### src/design/assert_macros.svh
// Assertion macros used by the range extreme core
`ifndef ASSERT_MACROS_SVH
`define ASSERT_MACROS_SVH
`ifndef SYNTH
`define ASSERT_ALWAYS(label, clk, rst_n, expr, msg) \
	label: assert property (@(posedge clk) disable iff (!rst_n) (expr)) else $error(msg);
`define ASSERT_NEXT(label, clk, rst_n, ante, cons, msg) \
	label: assert property (@(posedge clk) disable iff (!rst_n) (ante) |=> (cons)) else $error(msg);
`else
`define ASSERT_ALWAYS(label, clk, rst_n, expr, msg)
`define ASSERT_NEXT(label, clk, rst_n, ante, cons, msg)
`endif
`endif

### src/design/ctre_ram.sv
// Generic simple dual-port RAM with registered read
`timescale 1ns / 1ps
`default_nettype none
module ctre_ram #(
	parameter int WIDTH = 8,
	parameter int DEPTH = 16
) (
	input  wire logic                     clk,
	input  wire logic                     we,
	input  wire logic [$clog2(DEPTH)-1:0] waddr,
	input  wire logic [WIDTH-1:0]         wdata,
	input  wire logic                     re,
	input  wire logic [$clog2(DEPTH)-1:0] raddr,
	output logic      [WIDTH-1:0]         rdata
);
	logic [WIDTH-1:0] mem [DEPTH];

	always_ff @(posedge clk) begin
		if (we) begin
			mem[waddr] <= wdata;
		end
		if (re) begin
			rdata <= mem[raddr];
		end
	end
endmodule
`default_nettype wire

### config.mk
export PLATFORM = sky130hd
export DESIGN_NAME = ctre_ram
export DESIGN_NICKNAME = d
export VERILOG_FILES = /design/src/design/assert_macros.svh /design/src/design/ctre_ram.sv
export SDC_FILE = /design/constraint.sdc
export NUM_CORES = 1
export LEC_CHECK = 0
export BUFFER_PORTS_ARGS = -buffer_cell sky130_fd_sc_hd__buf_2
export CORE_MARGIN = 4
export CORE_UTILIZATION = 40
export CTS_CLUSTER_SIZE = 28
export DETAILED_ROUTE_END_ITERATION = 8
export GPL_TIMING_DRIVEN = 1
export PLACE_DENSITY_LB_ADDON = 0.1
export SLEW_MARGIN = 20
export SYNTH_ARGS = -nofsm -noshare
export SYNTH_HDL_FRONTEND = slang
export SYNTH_SLANG_ARGS = --single-unit
### constraint.sdc
create_clock -name clk -period 1.8 [get_ports clk]
set_clock_uncertainty 0.2 [all_clocks]
set_input_delay 0.27 -clock clk [delete_from_list [all_inputs] [get_ports clk]]
set_output_delay 0.27 -clock clk [all_outputs]
set_load 0.005 [all_outputs]
==> metrics.md <==
| Metric | Value |
|---|---|
| Outcome | `completed` |
| CP Data Required Time | `1740 ps` |
| Area of the multi-input gates | `approximately 1100 um^2` |
| Ports | `27` |
| Share of post-route cells with drive strength above 1 | `34.7%` |
| Cell Rows | `slightly above 40` |
| Reg area | `between 4000 and 5000 um^2` |
| Post-detail-place hpwl | `a little over 7 mm` |
| Die W | `122 um` |
| CTS HTree Levels | `4` |
| Global Route Usage Sum | `15.4%` |
| Mean routed wirelength per cell | `22.1 um` |
| FMAX | `about 0.58 GHz` |
| Vias per inst | `roughly 5.2` |
| Worst slew margin | `between 40 and 50%` |
| CP top delay family | `multiplexers` |
| Share of the synthesized area in the top cell type | `78.1%` |
| Die ar. | `between 10000 and 15000 um^2` |
| Tightest Pin Transition | `slightly above 800 ps` |
| Tmin final | `1740 ps` |
| Worst hold-check path type | `in2reg` |
| Yosys top cell by area | `edfxtp_1` |
| CTS clock-pin slew for the worst setup and hold paths | `~60 ps` |
| Crit. End Element | `register` |
| Largest net degree at the start of global routing | `17` |
| First-pass GRT wire length | `roughly 16 mm` |
| Setup violations, final | `0` |
| Max-slew violation count | `0` |
| Post-CTS Setup Bufs | `0` |
| Detail Route Antenna Nets | `0` |
| Seq/Total Area, Yosys | `78.1%` |
| Pleak | `0.00219 uW` |
| Area contributors post-synth | `edfxtp_1 (78%), mux4_2 (7.8%), mux4_1 (7.0%), a22oi_1 (2.3%), nor2_1 (0.93%)` |
| Worst Path Arrival | `about 1700 ps` |
| Cell count after synthesis | `roughly 230` |
| Cell Chain, Critical Path | `mux4_1 > a22oi_1 > nand2_1` |
| Syn_nets | `around 250` |
| Worst skew pair latency | `410 ps` |
| Largest stage delay, worst path | `510 ps` |
| Critical Path Source Type | `register` |
| 1st-iter DRT viols | `198` |
| VDD IR max | `0.646 mV` |
| Inserted Clock Buffers | `17` |
| Final worst slack | `approximately 64 ps` |
| CTS resizes | `0` |
| Starting Density | `between 40% and 50%` |
| Power density cells | `~1100 nW/um^2` |
| NumNets Final | `between 300 and 400` |
| Via count | `approximately 2500` |
| RSZ-0062 raised after global routing | `no` |
| Chip height | `122 um` |
| Crit path buf inv count | `0` |
| Vias in the first global route | `around 2600` |
| Grt ovf | `0` |
| Syn avg cell area | `~23 um^2` |
| Final GP Congestion | `~0.71` |
| Crit-path max FO | `1` |
| Distinct cell type count after synthesis | `18` |
| Final Hold Violating Endpoints | `0` |
| Final Cycle Share | `a little over nine tenths` |
| Commonest cells after routing, fill and taps aside | `edfxtp_1 (136), buf_4 (28), buf_2 (26)` |
| Post-Route WL | `10.7 mm` |
| Setup Crit Path Kind | `reg2reg` |
| Antenna Cells | `0` |
| Worst reg-to-reg setup slack | `between 60 and 70 ps` |
| # clock sinks | `136` |
| Remaining DRCs | `0` |
| Most common cell after layout, fill and taps aside | `edfxtp_1` |
| Pre-antenna DRT Iters | `4` |
| Total power | `approximately 7300 uW` |
| Fillers | `approximately 1100` |
| Port buffer count | `26` |
| Core area | `12700 um^2` |
| Area delta synth->final | `22.6%` |
| Synth warn | `0` |
| Post-route core utilization | `between 50% and 60%` |
| Hold buffer count at cts | `0` |
| Clock Tree Buf Depth | `2` |
| CTS tree | `yes` |
| CTS Root Cell | `clkbuf_16` |
| MaxCap Viol Count | `0` |
| Slowest-stage cell, CP | `mux4_1` |
| Pre-CTS setup slack | `-307 ps` |
| Hold slack | `roughly 35 ps` |
| Initial antenna violation count | `0` |
| Synthesized cell area | `roughly 5200 um^2` |
| Yosys reg bits | `136` |
==> power by group <==
group / internal [uW] / switching, uW
Clock: 2160 / 1230
Sequential: 3570 / 18.6
Combinational: 168 / 193
Total: 5890 / 1440
==> worst paths after layout <==
check / from / endpoint / cells past startpoint
worst max register to register: mem[8][5] / rdata[5] / 3
worst min-delay path: re / rdata[3] / 1
worst max-delay path: mem[8][5] / rdata[5] / 3
worst min register to register: mem[13][3] / rdata[3] / 3
==> cell families (layout without fill, tap and decap cells) <==
group	after synthesis	in the layout	share of synthesized area, %
compound gates	16	16	2.30
simple gates	35	35	3.14
flops	136	136	78.1
mux	32	32	14.8
buf+inv	10	92	1.65
==> routing by layer <==
metal | track usage, % | routed length (um) | share of wire [%]
met5 | 0 | 0 | 0
met4 | 4.62 | 90 | 0.84
met3 | 4.88 | 504 | 4.7
met2 | 23.4 | 5230 | 49
met1 | 21.6 | 4840 | 45
==> final cells by class <==
type	count	share of cell area [%]
Clock inverter	14	2.44
Timing Repair Buffer	60	7.19
Sequential cell	136	63.7
Clock buffer	18	6.70
Multi-Input combinational cell	83	16.6
Tap cell	172	3.36
==> flip-flops by register name, summed over array words and instances, names as in the netlist <==
| name | cells |
|---|---|
| mem | 128 |
| rdata | 8 |
==> cell usage after synthesis (all sizes together) <==
cell	n
and2b	1
nand2	9
edfxtp	136
mux4	32
nand2b	2
buf	7
nor2b	1
a22oi	16
nand3b	2
and2	1
or3b	1
nor2	13
clkdlybuf4s25	3
nand3	1
nor3	4
==> stage by stage <==
| step | cells | TNS [ps] | area (um^2) |
|---|---|---|---|
| 2_1_floorplan | 229 | 0 | 5230 |
| 5_1_grt | 483 | 0 | 6410 |
| 4_1_cts | 483 | 0 | 6410 |
| 6_report | 483 | 0 | 6410 |
| 3_3_place_gp | 451 | -1740 | 5820 |
| 3_5_place_dp | 451 | -1790 | 5820 |
No activity file was read; power rests on OpenSTA's default activity.
